==> src/rtl/dtq_pkg.sv <==
// types and constants of the delta timer queue
// no dependencies
package dtq_pkg;

	localparam int TAG_W   = 16;
	localparam int DELAY_W = 16;
	localparam int DELTA_W = 16;

	// item kinds
	localparam logic KIND_INSERT  = 1'b0;
	localparam logic KIND_ADVANCE = 1'b1;

	// result status codes
	typedef enum logic [1:0] {
		ST_INSERTED = 2'd0,
		ST_FULL     = 2'd1,
		ST_EXPIRED  = 2'd2,
		ST_NONE     = 2'd3
	} status_t;

	// commands from controller to datapath
	typedef struct packed {
		logic    ins_start;
		logic    adv_start;
		logic    pop_free;
		logic    walk_step;
		logic    walk_stop;
		logic    link1;
		logic    link2;
		logic    expire;
		logic    keep;
		logic    emit;
		status_t emit_status;
		logic    emit_last;
	} cmd_t;

	// status from datapath to controller
	typedef struct packed {
		logic in_insert;
		logic in_full;
		logic in_noop;
		logic has_t;
		logic walk_go;
		logic walk_last;
		logic due;
		logic held;
		logic more;
		logic out_free;
	} sts_t;

endpackage

==> src/rtl/dtq_in_if.sv <==
// input channel of the delta timer queue: valid/ready plus one item word
// depends on dtq_pkg
interface dtq_in_if;
	import dtq_pkg::*;

	logic               valid;
	logic               ready;
	logic               kind;
	logic [TAG_W-1:0]   timer_tag;
	logic [DELAY_W-1:0] delay_ticks;
	logic [DELAY_W-1:0] ticks_passed;

	modport source (output valid, kind, timer_tag, delay_ticks, ticks_passed, input ready);
	modport sink   (input valid, kind, timer_tag, delay_ticks, ticks_passed, output ready);
endinterface

==> src/rtl/dtq_out_if.sv <==
// result channel of the delta timer queue: valid/ready plus one result word
// depends on dtq_pkg
interface dtq_out_if;
	import dtq_pkg::*;

	logic             valid;
	logic             ready;
	logic [1:0]       status;
	logic [TAG_W-1:0] expired_tag;
	logic             last;

	modport source (output valid, status, expired_tag, last, input ready);
	modport sink   (input valid, status, expired_tag, last, output ready);
endinterface

==> src/rtl/delta_timer_queue.sv <==
// Insert: pops a free entry, walks past the pending entries due strictly before it, then
// writes it and relinks its neighbours; a full queue reports full and stores nothing.
// Advance: expires entries from the head; each result word is registered at the output.
// One item in work at a time, set by the single read port of the entry rams walked per cycle.
// Reset clears the list pointers, counts and output valid at once; entry rams are not
// cleared, free entries are handed out by a fill count, so no clearing pass is needed.
module delta_timer_queue #(
	parameter int QUEUE_DEPTH = 16
) (
	input logic       clk,
	input logic       arst_n,
	dtq_in_if.sink    req,
	dtq_out_if.source rsp
);
	import dtq_pkg::*;

	cmd_t cmd;
	sts_t sts;

	// sequencing
	dtq_ctrl u_ctrl (
		.clk      (clk),
		.arst_n   (arst_n),
		.in_valid (req.valid),
		.in_ready (req.ready),
		.sts      (sts),
		.cmd      (cmd)
	);

	// storage and arithmetic
	dtq_dpath #(.DEPTH(QUEUE_DEPTH)) u_dpath (
		.clk          (clk),
		.arst_n       (arst_n),
		.kind         (req.kind),
		.timer_tag    (req.timer_tag),
		.delay_ticks  (req.delay_ticks),
		.ticks_passed (req.ticks_passed),
		.cmd          (cmd),
		.sts          (sts),
		.rsp          (rsp)
	);
endmodule

==> src/rtl/dtq_ram.sv <==
// generic single-write, single-read ram with registered read data
// no dependencies
module dtq_ram #(
	parameter int WIDTH = 16,
	parameter int DEPTH = 16
) (
	input  logic                     clk,
	input  logic                     we,
	input  logic [$clog2(DEPTH)-1:0] waddr,
	input  logic [WIDTH-1:0]         wdata,
	input  logic                     re,
	input  logic [$clog2(DEPTH)-1:0] raddr,
	output logic [WIDTH-1:0]         rdata
);
	logic [WIDTH-1:0] mem_q [DEPTH];

	// write port and registered read port
	always_ff @(posedge clk) begin
		if (we) begin
			mem_q[waddr] <= wdata;
		end
		if (re) begin
			rdata <= mem_q[raddr];
		end
	end
endmodule

==> src/rtl/dtq_ctrl.sv <==
// controller state machine of the delta timer queue
// depends on dtq_pkg; drives the datapath through cmd_t, reads sts_t
module dtq_ctrl (
	input  logic          clk,
	input  logic          arst_n,
	input  logic          in_valid,
	output logic          in_ready,
	input  dtq_pkg::sts_t sts,
	output dtq_pkg::cmd_t cmd
);
	import dtq_pkg::*;

	typedef enum logic [3:0] {
		S_IDLE,
		S_FULL,
		S_NONE,
		S_POP,
		S_WALK,
		S_LINK1,
		S_LINK2,
		S_ADV,
		S_ADV_LAST
	} state_t;

	state_t state_q;
	state_t state_d;

	assign in_ready = (state_q == S_IDLE);

	// next state and commands
	always_comb begin
		cmd     = '0;
		state_d = state_q;
		case (state_q)
			S_IDLE: begin
				if (in_valid) begin
					if (sts.in_insert) begin
						if (sts.in_full) begin
							state_d = S_FULL;
						end else begin
							cmd.ins_start = 1'b1;
							state_d       = S_POP;
						end
					end else if (sts.in_noop) begin
						state_d = S_NONE;
					end else begin
						cmd.adv_start = 1'b1;
						state_d       = S_ADV;
					end
				end
			end
			S_FULL: begin
				if (sts.out_free) begin
					cmd.emit        = 1'b1;
					cmd.emit_status = ST_FULL;
					cmd.emit_last   = 1'b1;
					state_d         = S_IDLE;
				end
			end
			S_NONE: begin
				if (sts.out_free) begin
					cmd.emit        = 1'b1;
					cmd.emit_status = ST_NONE;
					cmd.emit_last   = 1'b1;
					state_d         = S_IDLE;
				end
			end
			S_POP: begin
				cmd.pop_free = 1'b1;
				state_d      = sts.has_t ? S_WALK : S_LINK1;
			end
			S_WALK: begin
				// one pending entry per cycle
				if (sts.walk_go) begin
					cmd.walk_step = 1'b1;
					if (sts.walk_last) begin
						state_d = S_LINK1;
					end
				end else begin
					cmd.walk_stop = 1'b1;
					state_d       = S_LINK1;
				end
			end
			S_LINK1: begin
				cmd.link1 = 1'b1;
				state_d   = S_LINK2;
			end
			S_LINK2: begin
				if (sts.out_free) begin
					cmd.link2       = 1'b1;
					cmd.emit        = 1'b1;
					cmd.emit_status = ST_INSERTED;
					cmd.emit_last   = 1'b1;
					state_d         = S_IDLE;
				end
			end
			S_ADV: begin
				// one expired tag is held back until we know whether it is the last
				if (sts.due) begin
					if (!sts.held || sts.out_free) begin
						cmd.expire      = 1'b1;
						cmd.emit        = sts.held;
						cmd.emit_status = ST_EXPIRED;
						state_d         = sts.more ? S_ADV : S_ADV_LAST;
					end
				end else if (sts.out_free) begin
					cmd.keep        = 1'b1;
					cmd.emit        = 1'b1;
					cmd.emit_status = sts.held ? ST_EXPIRED : ST_NONE;
					cmd.emit_last   = 1'b1;
					state_d         = S_IDLE;
				end
			end
			S_ADV_LAST: begin
				if (sts.out_free) begin
					cmd.emit        = 1'b1;
					cmd.emit_status = ST_EXPIRED;
					cmd.emit_last   = 1'b1;
					state_d         = S_IDLE;
				end
			end
			default: begin
				state_d = S_IDLE;
			end
		endcase
	end

	// state register
	always_ff @(posedge clk or negedge arst_n) begin
		if (!arst_n) begin
			state_q <= S_IDLE;
		end else begin
			state_q <= state_d;
		end
	end
endmodule

==> src/rtl/dtq_dpath.sv <==
// datapath of the delta timer queue: entry rams, list pointers, output register
// depends on dtq_pkg, dtq_out_if and dtq_ram
module dtq_dpath #(
	parameter int DEPTH = 16
) (
	input  logic                        clk,
	input  logic                        arst_n,
	input  logic                        kind,
	input  logic [dtq_pkg::TAG_W-1:0]   timer_tag,
	input  logic [dtq_pkg::DELAY_W-1:0] delay_ticks,
	input  logic [dtq_pkg::DELAY_W-1:0] ticks_passed,
	input  dtq_pkg::cmd_t               cmd,
	output dtq_pkg::sts_t               sts,
	dtq_out_if.source                   rsp
);
	import dtq_pkg::*;

	localparam int IDX_W = $clog2(DEPTH);
	localparam int CNT_W = $clog2(DEPTH + 1);
	localparam logic [IDX_W-1:0] LAST_IDX = IDX_W'(DEPTH - 1);

	// list state
	logic [IDX_W-1:0]   head_q, free_q;
	logic [CNT_W-1:0]   count_q, fill_q, walked_q;
	// per-item work registers
	logic [DELTA_W-1:0] ticks_q, dcur_q;
	logic [DELAY_W-1:0] passed_q;
	logic [IDX_W-1:0]   cur_q, prev_q, fresh_q;
	logic               has_t_q, has_prev_q, first_q, held_q;
	logic [TAG_W-1:0]   held_tag_q;
	// output register
	logic               out_valid_q;
	status_t            out_status_q;
	logic [TAG_W-1:0]   out_tag_q;
	logic               out_last_q;

	// ram ports
	logic               d_we, d_re, n_we, n_re, t_we, t_re;
	logic [IDX_W-1:0]   d_waddr, d_raddr, n_waddr, n_raddr, t_waddr, t_raddr;
	logic [DELTA_W-1:0] d_wdata, d_rd;
	logic [IDX_W-1:0]   n_wdata, n_rd;
	logic [TAG_W-1:0]   t_rd;

	logic               from_fill;
	logic [IDX_W-1:0]   fill_idx, fill_succ;
	logic [DELTA_W-1:0] keep_val;

	dtq_ram #(.WIDTH(DELTA_W), .DEPTH(DEPTH)) u_delta_ram (
		.clk(clk), .we(d_we), .waddr(d_waddr), .wdata(d_wdata),
		.re(d_re), .raddr(d_raddr), .rdata(d_rd)
	);

	dtq_ram #(.WIDTH(IDX_W), .DEPTH(DEPTH)) u_next_ram (
		.clk(clk), .we(n_we), .waddr(n_waddr), .wdata(n_wdata),
		.re(n_re), .raddr(n_raddr), .rdata(n_rd)
	);

	dtq_ram #(.WIDTH(TAG_W), .DEPTH(DEPTH)) u_tag_ram (
		.clk(clk), .we(t_we), .waddr(t_waddr), .wdata(timer_tag),
		.re(t_re), .raddr(t_raddr), .rdata(t_rd)
	);

	// never-used entries are handed out in index order, so their links need no init
	assign from_fill = (CNT_W'(free_q) == fill_q);
	assign fill_idx  = fill_q[IDX_W-1:0];
	assign fill_succ = (fill_idx == LAST_IDX) ? '0 : fill_idx + IDX_W'(1);
	assign keep_val  = first_q ? (d_rd - passed_q) : d_rd;

	// status to the controller
	always_comb begin
		sts.in_insert = (kind == KIND_INSERT);
		sts.in_full   = (count_q == CNT_W'(DEPTH));
		sts.in_noop   = (ticks_passed == '0) || (count_q == '0);
		sts.has_t     = has_t_q;
		sts.walk_go   = (ticks_q > d_rd);
		sts.walk_last = ((walked_q + CNT_W'(1)) == count_q);
		sts.due       = first_q ? (d_rd <= passed_q) : (d_rd == '0);
		sts.held      = held_q;
		sts.more      = (count_q != CNT_W'(1));
		sts.out_free  = !out_valid_q || rsp.ready;
	end

	// ram read addresses
	always_comb begin
		d_re    = 1'b0;
		d_raddr = head_q;
		n_re    = 1'b0;
		n_raddr = head_q;
		t_re    = 1'b0;
		t_raddr = head_q;
		if (cmd.ins_start) begin
			n_re    = 1'b1;
			n_raddr = free_q;
		end
		if (cmd.adv_start) begin
			d_re = 1'b1;
			n_re = 1'b1;
			t_re = 1'b1;
		end
		if (cmd.pop_free) begin
			d_re    = 1'b1;
			d_raddr = cur_q;
			n_re    = 1'b1;
			n_raddr = cur_q;
		end
		if (cmd.walk_step) begin
			d_re    = 1'b1;
			d_raddr = n_rd;
			n_re    = 1'b1;
			n_raddr = n_rd;
		end
		if (cmd.expire && sts.more) begin
			d_re    = 1'b1;
			d_raddr = n_rd;
			n_re    = 1'b1;
			n_raddr = n_rd;
			t_re    = 1'b1;
			t_raddr = n_rd;
		end
	end

	// ram writes
	always_comb begin
		d_we    = 1'b0;
		d_waddr = fresh_q;
		d_wdata = ticks_q;
		n_we    = 1'b0;
		n_waddr = fresh_q;
		n_wdata = has_t_q ? cur_q : '0;
		t_we    = cmd.ins_start;
		t_waddr = free_q;
		if (cmd.link1) begin
			d_we = 1'b1;
			n_we = 1'b1;
		end
		if (cmd.link2) begin
			d_we    = has_t_q;
			d_waddr = cur_q;
			d_wdata = dcur_q - ticks_q;
			n_we    = has_prev_q;
			n_waddr = prev_q;
			n_wdata = fresh_q;
		end
		if (cmd.keep) begin
			d_we    = 1'b1;
			d_waddr = head_q;
			d_wdata = keep_val;
		end
		if (cmd.expire) begin
			n_we    = 1'b1;
			n_waddr = head_q;
			n_wdata = free_q;
		end
	end

	// list control registers
	always_ff @(posedge clk or negedge arst_n) begin
		if (!arst_n) begin
			head_q     <= '0;
			free_q     <= '0;
			count_q    <= '0;
			fill_q     <= '0;
			has_t_q    <= 1'b0;
			has_prev_q <= 1'b0;
			first_q    <= 1'b0;
			held_q     <= 1'b0;
		end else begin
			if (cmd.ins_start) begin
				has_t_q    <= (count_q != '0);
				has_prev_q <= 1'b0;
			end
			if (cmd.pop_free) begin
				if (from_fill) begin
					free_q <= fill_succ;
					fill_q <= fill_q + CNT_W'(1);
				end else begin
					free_q <= n_rd;
				end
			end
			if (cmd.walk_step) begin
				has_prev_q <= 1'b1;
				if (sts.walk_last) begin
					has_t_q <= 1'b0;
				end
			end
			if (cmd.link2) begin
				if (!has_prev_q) begin
					head_q <= fresh_q;
				end
				count_q <= count_q + CNT_W'(1);
			end
			if (cmd.adv_start) begin
				first_q <= 1'b1;
				held_q  <= 1'b0;
			end
			if (cmd.expire) begin
				held_q  <= 1'b1;
				first_q <= 1'b0;
				head_q  <= n_rd;
				free_q  <= head_q;
				count_q <= count_q - CNT_W'(1);
			end
		end
	end

	// work registers
	always_ff @(posedge clk) begin
		if (cmd.ins_start) begin
			ticks_q  <= (delay_ticks == '0) ? DELTA_W'(1) : delay_ticks;
			cur_q    <= head_q;
			fresh_q  <= free_q;
			walked_q <= '0;
		end
		if (cmd.walk_step) begin
			ticks_q  <= ticks_q - d_rd;
			prev_q   <= cur_q;
			cur_q    <= n_rd;
			walked_q <= walked_q + CNT_W'(1);
		end
		if (cmd.walk_stop) begin
			dcur_q <= d_rd;
		end
		if (cmd.adv_start) begin
			passed_q <= ticks_passed;
		end
		if (cmd.expire) begin
			held_tag_q <= t_rd;
		end
	end

	// output register
	always_ff @(posedge clk or negedge arst_n) begin
		if (!arst_n) begin
			out_valid_q <= 1'b0;
		end else if (cmd.emit) begin
			out_valid_q <= 1'b1;
		end else if (rsp.ready) begin
			out_valid_q <= 1'b0;
		end
	end

	always_ff @(posedge clk) begin
		if (cmd.emit) begin
			out_status_q <= cmd.emit_status;
			out_tag_q    <= (cmd.emit_status == ST_EXPIRED) ? held_tag_q : '0;
			out_last_q   <= cmd.emit_last;
		end
	end

	assign rsp.valid       = out_valid_q;
	assign rsp.status      = out_status_q;
	assign rsp.expired_tag = out_tag_q;
	assign rsp.last        = out_last_q;
endmodule

==> src/flat_wrapper.sv <==
// flat-port wrapper written by rule: the top's interface ports become plain ports
module delta_timer_queue_flat import dtq_pkg::*;
#(
	parameter int QUEUE_DEPTH = 16
)
  (clk, arst_n, req_valid, req_kind, req_timer_tag, req_delay_ticks, req_ticks_passed, req_ready, rsp_valid, rsp_status, rsp_expired_tag, rsp_last, rsp_ready);
  dtq_in_if req_i ();
  dtq_out_if rsp_i ();
  input logic clk;
  input logic arst_n;
  input wire logic [$bits(req_i.valid)-1:0] req_valid;
  input wire logic [$bits(req_i.kind)-1:0] req_kind;
  input wire logic [$bits(req_i.timer_tag)-1:0] req_timer_tag;
  input wire logic [$bits(req_i.delay_ticks)-1:0] req_delay_ticks;
  input wire logic [$bits(req_i.ticks_passed)-1:0] req_ticks_passed;
  output wire logic [$bits(req_i.ready)-1:0] req_ready;
  output wire logic [$bits(rsp_i.valid)-1:0] rsp_valid;
  output wire logic [$bits(rsp_i.status)-1:0] rsp_status;
  output wire logic [$bits(rsp_i.expired_tag)-1:0] rsp_expired_tag;
  output wire logic [$bits(rsp_i.last)-1:0] rsp_last;
  input wire logic [$bits(rsp_i.ready)-1:0] rsp_ready;
  assign req_i.valid = req_valid;
  assign req_i.kind = req_kind;
  assign req_i.timer_tag = req_timer_tag;
  assign req_i.delay_ticks = req_delay_ticks;
  assign req_i.ticks_passed = req_ticks_passed;
  assign req_ready = req_i.ready;
  assign rsp_valid = rsp_i.valid;
  assign rsp_status = rsp_i.status;
  assign rsp_expired_tag = rsp_i.expired_tag;
  assign rsp_last = rsp_i.last;
  assign rsp_i.ready = rsp_ready;
  delta_timer_queue #(.QUEUE_DEPTH(QUEUE_DEPTH)) u_core (.clk(clk), .arst_n(arst_n), .req(req_i), .rsp(rsp_i));
endmodule
==> config.mk <==
export PLATFORM = sky130hd
export DESIGN_NAME = delta_timer_queue_flat
export DESIGN_NICKNAME = d
export VERILOG_FILES = /design/src/rtl/dtq_pkg.sv /design/src/rtl/dtq_in_if.sv /design/src/rtl/dtq_out_if.sv /design/src/rtl/delta_timer_queue.sv /design/src/rtl/dtq_ram.sv /design/src/rtl/dtq_ctrl.sv /design/src/rtl/dtq_dpath.sv /design/src/flat_wrapper.sv
export SDC_FILE = /design/constraint.sdc
export NUM_CORES = 1
export LEC_CHECK = 0
export ABC_AREA = 1
export BUFFER_PORTS_ARGS = -buffer_cell sky130_fd_sc_hd__buf_2
export CAP_MARGIN = 20
export CELL_PAD_IN_SITES_DETAIL_PLACEMENT = 1
export CELL_PAD_IN_SITES_GLOBAL_PLACEMENT = 2
export CORE_UTILIZATION = 30
export CTS_BUF_LIST = sky130_fd_sc_hd__clkbuf_2
export DETAILED_ROUTE_END_ITERATION = 7
export PLACE_DENSITY_LB_ADDON = 0.1
export REMOVE_ABC_BUFFERS = 1
export SLEW_MARGIN = 20
export SYNTH_ARGS = -nofsm -noshare
export SYNTH_HDL_FRONTEND = slang
export SYNTH_HIERARCHICAL = 1
export SYNTH_SLANG_ARGS = --single-unit
==> constraint.sdc <==
create_clock -name clk -period 5.3 [get_ports clk]
set_input_delay 1.06 -clock clk [delete_from_list [all_inputs] [get_ports clk]]
set_output_delay 1.06 -clock clk [all_outputs]
set_load 0.05 [all_outputs]
==> impl_metrics.ini, run 1 <==
[outcome]
status = finished clean

[worst_setup_path]
startpoint = u_core/u_dpath/u_delta_ram/rdata[0]
crit_end = u_core/u_dpath/u_delta_ram/rdata[8]
r2r_end = u_core/u_dpath/u_delta_ram/rdata[8]
endpoint_kind = flop
worstSetupStartpointType = flop
reg2reg_from = u_core/u_dpath/u_delta_ram/rdata[0]
r2r_cells = 24
cp_max_fo = 20
crit_type = reg -> reg
required_ps = 6620
rrSetupSlack_ps = 410
cp.arrival_ps = 6210

[synthesis]
ys_types = 51
yosysTopAreaCell = edfxtp_1
yosysWarnings = 6
yosysTopAreaCellShare = 0.603
synthArstFlopShare = 0.0365
synth_common_cells = nand2_1 (1131), edfxtp_1 (712), inv_1 (677)
ys_seq_elements = 739
syn_inst = 3705
yosysMostFrequentCell = nand2_1
syn_area_um2 = 35400
syn_avg_cell_area_um2 = 9.57
synth-main-ff-cell = edfxtp_1
ys_top_cells_by_area = edfxtp_1 (60%), nand2_1 (12%), nand3_1 (7.5%)
synth-seq-area-share = 0.622
synth_edf_count = 712

[pwr]
powerDensity_nw_per_um2 = 581
power_w = 0.0237
p_leak_nw = 18.2
ir_drop_v = 0.000375

[finish]
drive_above_1_share = 0.144
fin_util = 0.351
fillers = 13574
final_cells = 5733
syn_to_final_growth_pct = 15.4
nets = 4147

[timing]
setup_viol = 0
finalHoldViolCount = 0
tightest_slew_ps = 1150
max_freq_ghz = 0.204
rsz0062_at_grt = yes
maxSlewViolCount = 0
fin_setup_tns_ps = 0
fin_ws_ps = 408
slew_headroom = 0.231
period_share = 0.923
fin_skew_ps = 117
fin_crit_ps = 4890

[detailed_routing]
drt-total-wl_mm = 118
first_iter_violations = 1183
drc_errors = 0
vias = 26289
via_per_inst = 4.59
antenna_left = 0
firstDrtPassIters = 5
wl_per_cell_um = 20.6

[grt]
global_route.overflow_total = 0
grt_max_degree = 107
grt_pass1_vias = 27553
track_usage = 0.200
grt_pass1_wl_mm = 177
grt_antenna_before_repair = 8

[clock_network]
clock_sinks = 739
cts_tree = yes
cts_buffers = 208
cts_buffer_depth = 3
htreeDepth = 4
post_cts_buffers = 0
cts.clk_slew.worst_paths_ps = 120
ctsRootBufferMaster = clkbuf_2
insertion_delay_ps = 1680

[placed_design]
dp_slack_ps = 346
dpl.hpwl_mm = 74.0
placedCellCount = 5266
io_buffers = 73
gp_congestion = 0.781

[floorplanning]
core_um2 = 117000
ios = 74
die-area_um2 = 120000
die_w_um = 346
die_h_um = 346
row_count = 125
start_util = 0.304

[hold_path]
whs_path_depth = 2
min_path_type = in -> reg

[job]
maxCapViolations = 0
==> routing by layer <==
metal,GRT usage,share of wire,up-vias
met5,0,0.00019,-
met4,0.0763,0.028,6
met3,0.0330,0.038,191
met2,0.333,0.48,433
met1,0.259,0.46,12821
li1,-,-,12838
==> final cells by class <==
| cell class | count | area [um2] | share of cell area |
|---|---|---|---|
| Inverter | 689 | 2600 | 0.0635 |
| Antenna cell | 9 | 22.5 | 0.000551 |
| Sequential cell | 739 | 22100 | 0.539 |
| Timing Repair Buffer | 263 | 2250 | 0.0551 |
| Clock inverter | 52 | 302 | 0.00737 |
| Tap cell | 1524 | 1910 | 0.0466 |
| Clock buffer | 320 | 1600 | 0.0392 |
| Multi-Input combinational cell | 2137 | 10200 | 0.248 |
==> cells in the final DEF (no fill, tap or decap), types with 7 or more instances in the layout <==
master	count
nand2_1	1131
edfxtp_1	712
inv_1	677
nand3_1	530
clkbuf_2	320
nor2_1	104
dlygate4sd3_1	85
buf_4	85
buf_2	73
a21oi_1	70
ha_1	53
o21ai_0	46
nor2_2	38
clkinv_1	33
dfrtp_1	27
buf_12	20
nand4_1	14
xor2_1	14
nor3_1	13
xnor2_1	12
nand3b_1	12
o211ai_1	11
diode_2	9
inv_2	9
nor4_1	8
nand2_2	7
nor2_4	7
o21ai_1	7
==> metrics by stage <==
stage	cell area, um2	hold WS (ps)
6_report	40900	313
5_1_grt	40900	168
4_1_cts	40900	30.4
3_5_place_dp	38100	408
3_3_place_gp	38100	405
2_1_floorplan	34600	400
==> worst max-delay path, stage by stage (launching register included) <==
cell      delay (ps)
edfxtp_1         420
inv_1            150
ha_1             250
fa_1             470
inv_1            110
nand3_1           80
nand3_1          130
nand3_1          110
nand3_1          110
nand2_1           60
nand2_1           50
nand2_1           50
nand2_1           50
nand2_1          250
nand2_1          220
nor2_4           100
nand2_2          230
inv_2            200
o31ai_4          520
buf_4            370
nand2_1           90
nand3_1          100
nand3_1           80
nand3_1          120
nand2_1          250
==> where the power goes <==
| group | total [W] | leakage, nW | switching [W] | internal (W) |
|---|---|---|---|---|
| logic | 0.0112 | 9.96 | 0.00805 | 0.00319 |
| registers | 0.00818 | 6.77 | 0.000434 | 0.00775 |
| clock network | 0.00432 | 1.48 | 0.00263 | 0.00169 |
==> flip-flops by register name, indices dropped and copies added (netlist names), 4 cells and up <==
signal	flops
u_core/u_dpath/u_delta_ram/mem_q	256
u_core/u_dpath/held_tag_q	16
u_core/u_dpath/u_tag_ram/mem_q	256
u_core/u_ctrl/state_q	4
u_core/u_dpath/fresh_q	4
u_core/u_dpath/u_next_ram/rdata	4
u_core/u_dpath/u_next_ram/mem_q	64
u_core/u_dpath/fill_q	5
u_core/u_dpath/free_q	4
u_core/u_dpath/dcur_q	16
u_core/u_dpath/passed_q	16
u_core/u_dpath/walked_q	5
u_core/u_dpath/rsp.expired_tag	16
u_core/u_dpath/prev_q	4
u_core/u_dpath/ticks_q	16
u_core/u_dpath/head_q	4
u_core/u_dpath/u_delta_ram/rdata	16
u_core/u_dpath/cur_q	4
u_core/u_dpath/count_q	5
u_core/u_dpath/u_tag_ram/rdata	16
==> worst min-delay path by stage <==
stage / endpoint / from
after global placement: u_core/u_dpath/held_tag_q[5] / u_core/u_dpath/u_tag_ram/rdata[5]
after detailed placement: u_core/u_dpath/held_tag_q[3] / u_core/u_dpath/u_tag_ram/rdata[3]
final: u_core/u_dpath/u_tag_ram/mem_q[14][15] / req_timer_tag[15]
after global routing: u_core/u_dpath/u_tag_ram/mem_q[12][3] / req_timer_tag[3]
after CTS: u_core/u_dpath/u_tag_ram/mem_q[3][9] / req_timer_tag[9]
after floorplan: u_core/u_dpath/held_tag_q[0] / u_core/u_dpath/u_tag_ram/rdata[0]
==> what timing repair did <==
| action | 4_1_cts | 5_1_grt |
|---|---|---|
| hold buffers | 86 | 0 |
| gates resized for setup | 0 | 1 |
| hold endpoints to repair | 338 | 0 |
| endpoints found under the setup margin | 0 | 43 |
==> cell families after synthesis <==
family,share of synthesized area
simple gates,0.225
flops,0.622
buf+inv,0.0968
xor+xnor,0.00642
fa+ha+maj,0.0204
compound gates,0.0292
No activity file was read; power rests on OpenSTA's default activity.
==> run 2: changes to the inputs <==
==> constraint.sdc (replaced) <==
create_clock -name clk -period 6.32 [get_ports clk]
set_input_delay 1.264 -clock clk [delete_from_list [all_inputs] [get_ports clk]]
set_output_delay 1.264 -clock clk [all_outputs]
set_load 0.05 [all_outputs]
==> run 2 against run 1 <==
Non-clock buffer count down 59. Die area unchanged. Combinational power down 19%. Sequential power down 15%. Clock skew up 59 ps. Power down 17%. Global-route usage up 0.071 points. Worst hold slack worse by 59 ps. Design area down 1.6%. Critical path depth down 3. Clock-buffer cell count down 9.
==> impl_metrics.ini, run 2 (synthesized netlist as in run 1, its figures left out) <==
[grt]
track_usage = 0.200
grt_antenna_before_repair = 3
grt_pass1_vias = 27088
global_route.overflow_total = 0
grt_max_degree = 129
grt_pass1_wl_mm = 177

[worst_setup_path]
endpoint_kind = flop
worstSetupStartpointType = flop
cpMostUsedCell = nand3_1
crit_type = reg -> reg
cp_max_fo = 49
rrSetupSlack_ps = 1040
required_ps = 7530
cp.arrival_ps = 6490
r2r_end = u_core/u_dpath/u_delta_ram/rdata[8]
crit_chain = ha_1 > fa_1 > inv_1 > nand3_1 > nand2_1 > nand3_1 > nand3_1 > a21oi_1 > nor2_1 > inv_1 > nor2_4 > o31ai_1 > a21oi_1 > o31ai_4 > inv_4 > buf_4 > nand2_1 > nand3_1 > nand3_1 > nand3_1 > nand2_1
critical-path-slowest-cell = edfxtp_1
r2r_cells = 21
reg2reg_from = u_core/u_dpath/u_delta_ram/rdata[0]
cp_slowest_stage_delay_ps = 550

[placed_design]
gp_congestion = 0.773
io_buffers = 73
dpl.hpwl_mm = 73.5
dp_slack_ps = 963
placedCellCount = 5242

[floorplanning]
die_w_um = 346
start_util = 0.304
die-area_um2 = 120000
core_um2 = 117000
ios = 74
row_count = 125
die_h_um = 346

[finish]
final_cells = 5681
layout_commonest_cell = nand2_1
final_cell_mix = nand2_1 (1131), edfxtp_1 (712), inv_1 (677)
syn_to_final_growth_pct = 13.6
biggestRegsByFlops = u_core/u_dpath/u_delta_ram/mem_q (256), u_core/u_dpath/u_tag_ram/mem_q (256), u_core/u_dpath/u_next_ram/mem_q (64)
drive_above_1_share = 0.139
nets = 4088

[detailed_routing]
first_iter_violations = 1363
drt-total-wl_mm = 119
firstDrtPassIters = 5
vias = 26026
via_per_inst = 4.58
drc_errors = 0
wl_per_cell_um = 20.9
antenna_left = 0

[hold_path]
min_path_type = in -> reg
whs_endpoint = u_core/u_ctrl/state_q[3]
whs_path_depth = 5
hold_start = req_valid

[pwr]
powerDensity_nw_per_um2 = 487
p_leak_nw = 17.9
power_w = 0.0196
ir_drop_v = 0.000601

[timing]
tightest_slew_ps = 1110
rsz0062_at_grt = no
fin_skew_ps = 177
period_share = 0.836
max_freq_ghz = 0.189
finalHoldViolCount = 0
maxSlewViolCount = 0
setup_viol = 0
slew_headroom = 0.261
fin_crit_ps = 5280
fin_ws_ps = 1040

[clock_network]
post_cts_buffers = 0
clock_sinks = 739
cts.clk_slew.worst_paths_ps = 110
ctsHoldBuffers = 51
insertion_delay_ps = 1650
cts_resized = 0
ctsRootBufferMaster = clkbuf_2
cts_buffers = 208
cts_tree = yes
htreeDepth = 4
cts_buffer_depth = 3

[job]
maxCapViolations = 0

[outcome]
status = finished clean
[run 2: cell count changes in the layout (fill, tap and decap cells not counted), sizes merged]
cell         delta
clkinvlp        +2
dlygate4sd3    -34
clkinv         +20
clkbuf          -9
inv             -4
buf            -25
diode           -3
bufinv          +1
[run 2: cell type report]
class	count	area, um2
Inverter	689	2600
Multi-Input combinational cell	2137	10200
Sequential cell	739	22100
Timing Repair Buffer	204	1580
Tap cell	1524	1910
Fill cell	13553	76400
Clock inverter	71	395
Antenna cell	6	15.0
Clock buffer	311	1560
[run 2: critical path, delay by kind of cell (launching register included)]
| family | cells | cell delay [ps] |
|---|---|---|
| buffers and inverters | 4 | 990 |
| AOI/OAI and AO/OA | 4 | 720 |
| and+or+nand+nor | 11 | 1930 |
| DFF | 1 | 550 |
| adders and majority gates | 2 | 670 |
[run 2: worst max-delay path by stage]
stage                     slack [ps]  cells after the start                                   to                                start
after floorplan                -7750                     25  u_core/u_dpath/u_delta_ram/rdata[0]  u_core/u_dpath/u_delta_ram/rdata[0]
after global placement           990                     21  u_core/u_dpath/u_delta_ram/rdata[8]  u_core/u_dpath/u_delta_ram/rdata[0]
after detailed placement         960                     21  u_core/u_dpath/u_delta_ram/rdata[8]  u_core/u_dpath/u_delta_ram/rdata[0]
after CTS                        900                     21  u_core/u_dpath/u_delta_ram/rdata[8]  u_core/u_dpath/u_delta_ram/rdata[0]
after global routing             620                     26  u_core/u_dpath/u_delta_ram/rdata[8]  u_core/u_dpath/u_delta_ram/rdata[0]
final                           1040                     21  u_core/u_dpath/u_delta_ram/rdata[8]  u_core/u_dpath/u_delta_ram/rdata[0]
[run 2: metrics by stage]
step	hold WS, ps	cell area [um2]	TNS [ps]	utilization
final	254	40300	0	0.345
after global routing	138	40300	0	0.345
after CTS	2.97	40200	0	0.345
after detailed placement	405	37800	0	0.324
after global placement	401	37800	0	0.324
after floorplan	400	34600	-187690	-
[run 2: where the power goes]
group / leakage [nW] / internal (W) / switching (W) / total, W
clock: 1.49 / 0.00143 / 0.00218 / 0.00361
sequential: 6.77 / 0.00650 / 0.000420 / 0.00692
combinational: 9.65 / 0.00248 / 0.00661 / 0.00909
total: 17.9 / 0.0104 / 0.00922 / 0.0196
[run 2: routing by layer]
metal | global-route usage | part of all wire | vias up
met2 | 0.338 | 0.48 | 409
met5 | 0 | 0.00011 | -
li1 | - | - | 12721
met4 | 0.0605 | 0.019 | 2
met3 | 0.0343 | 0.032 | 169
met1 | 0.262 | 0.47 | 12725
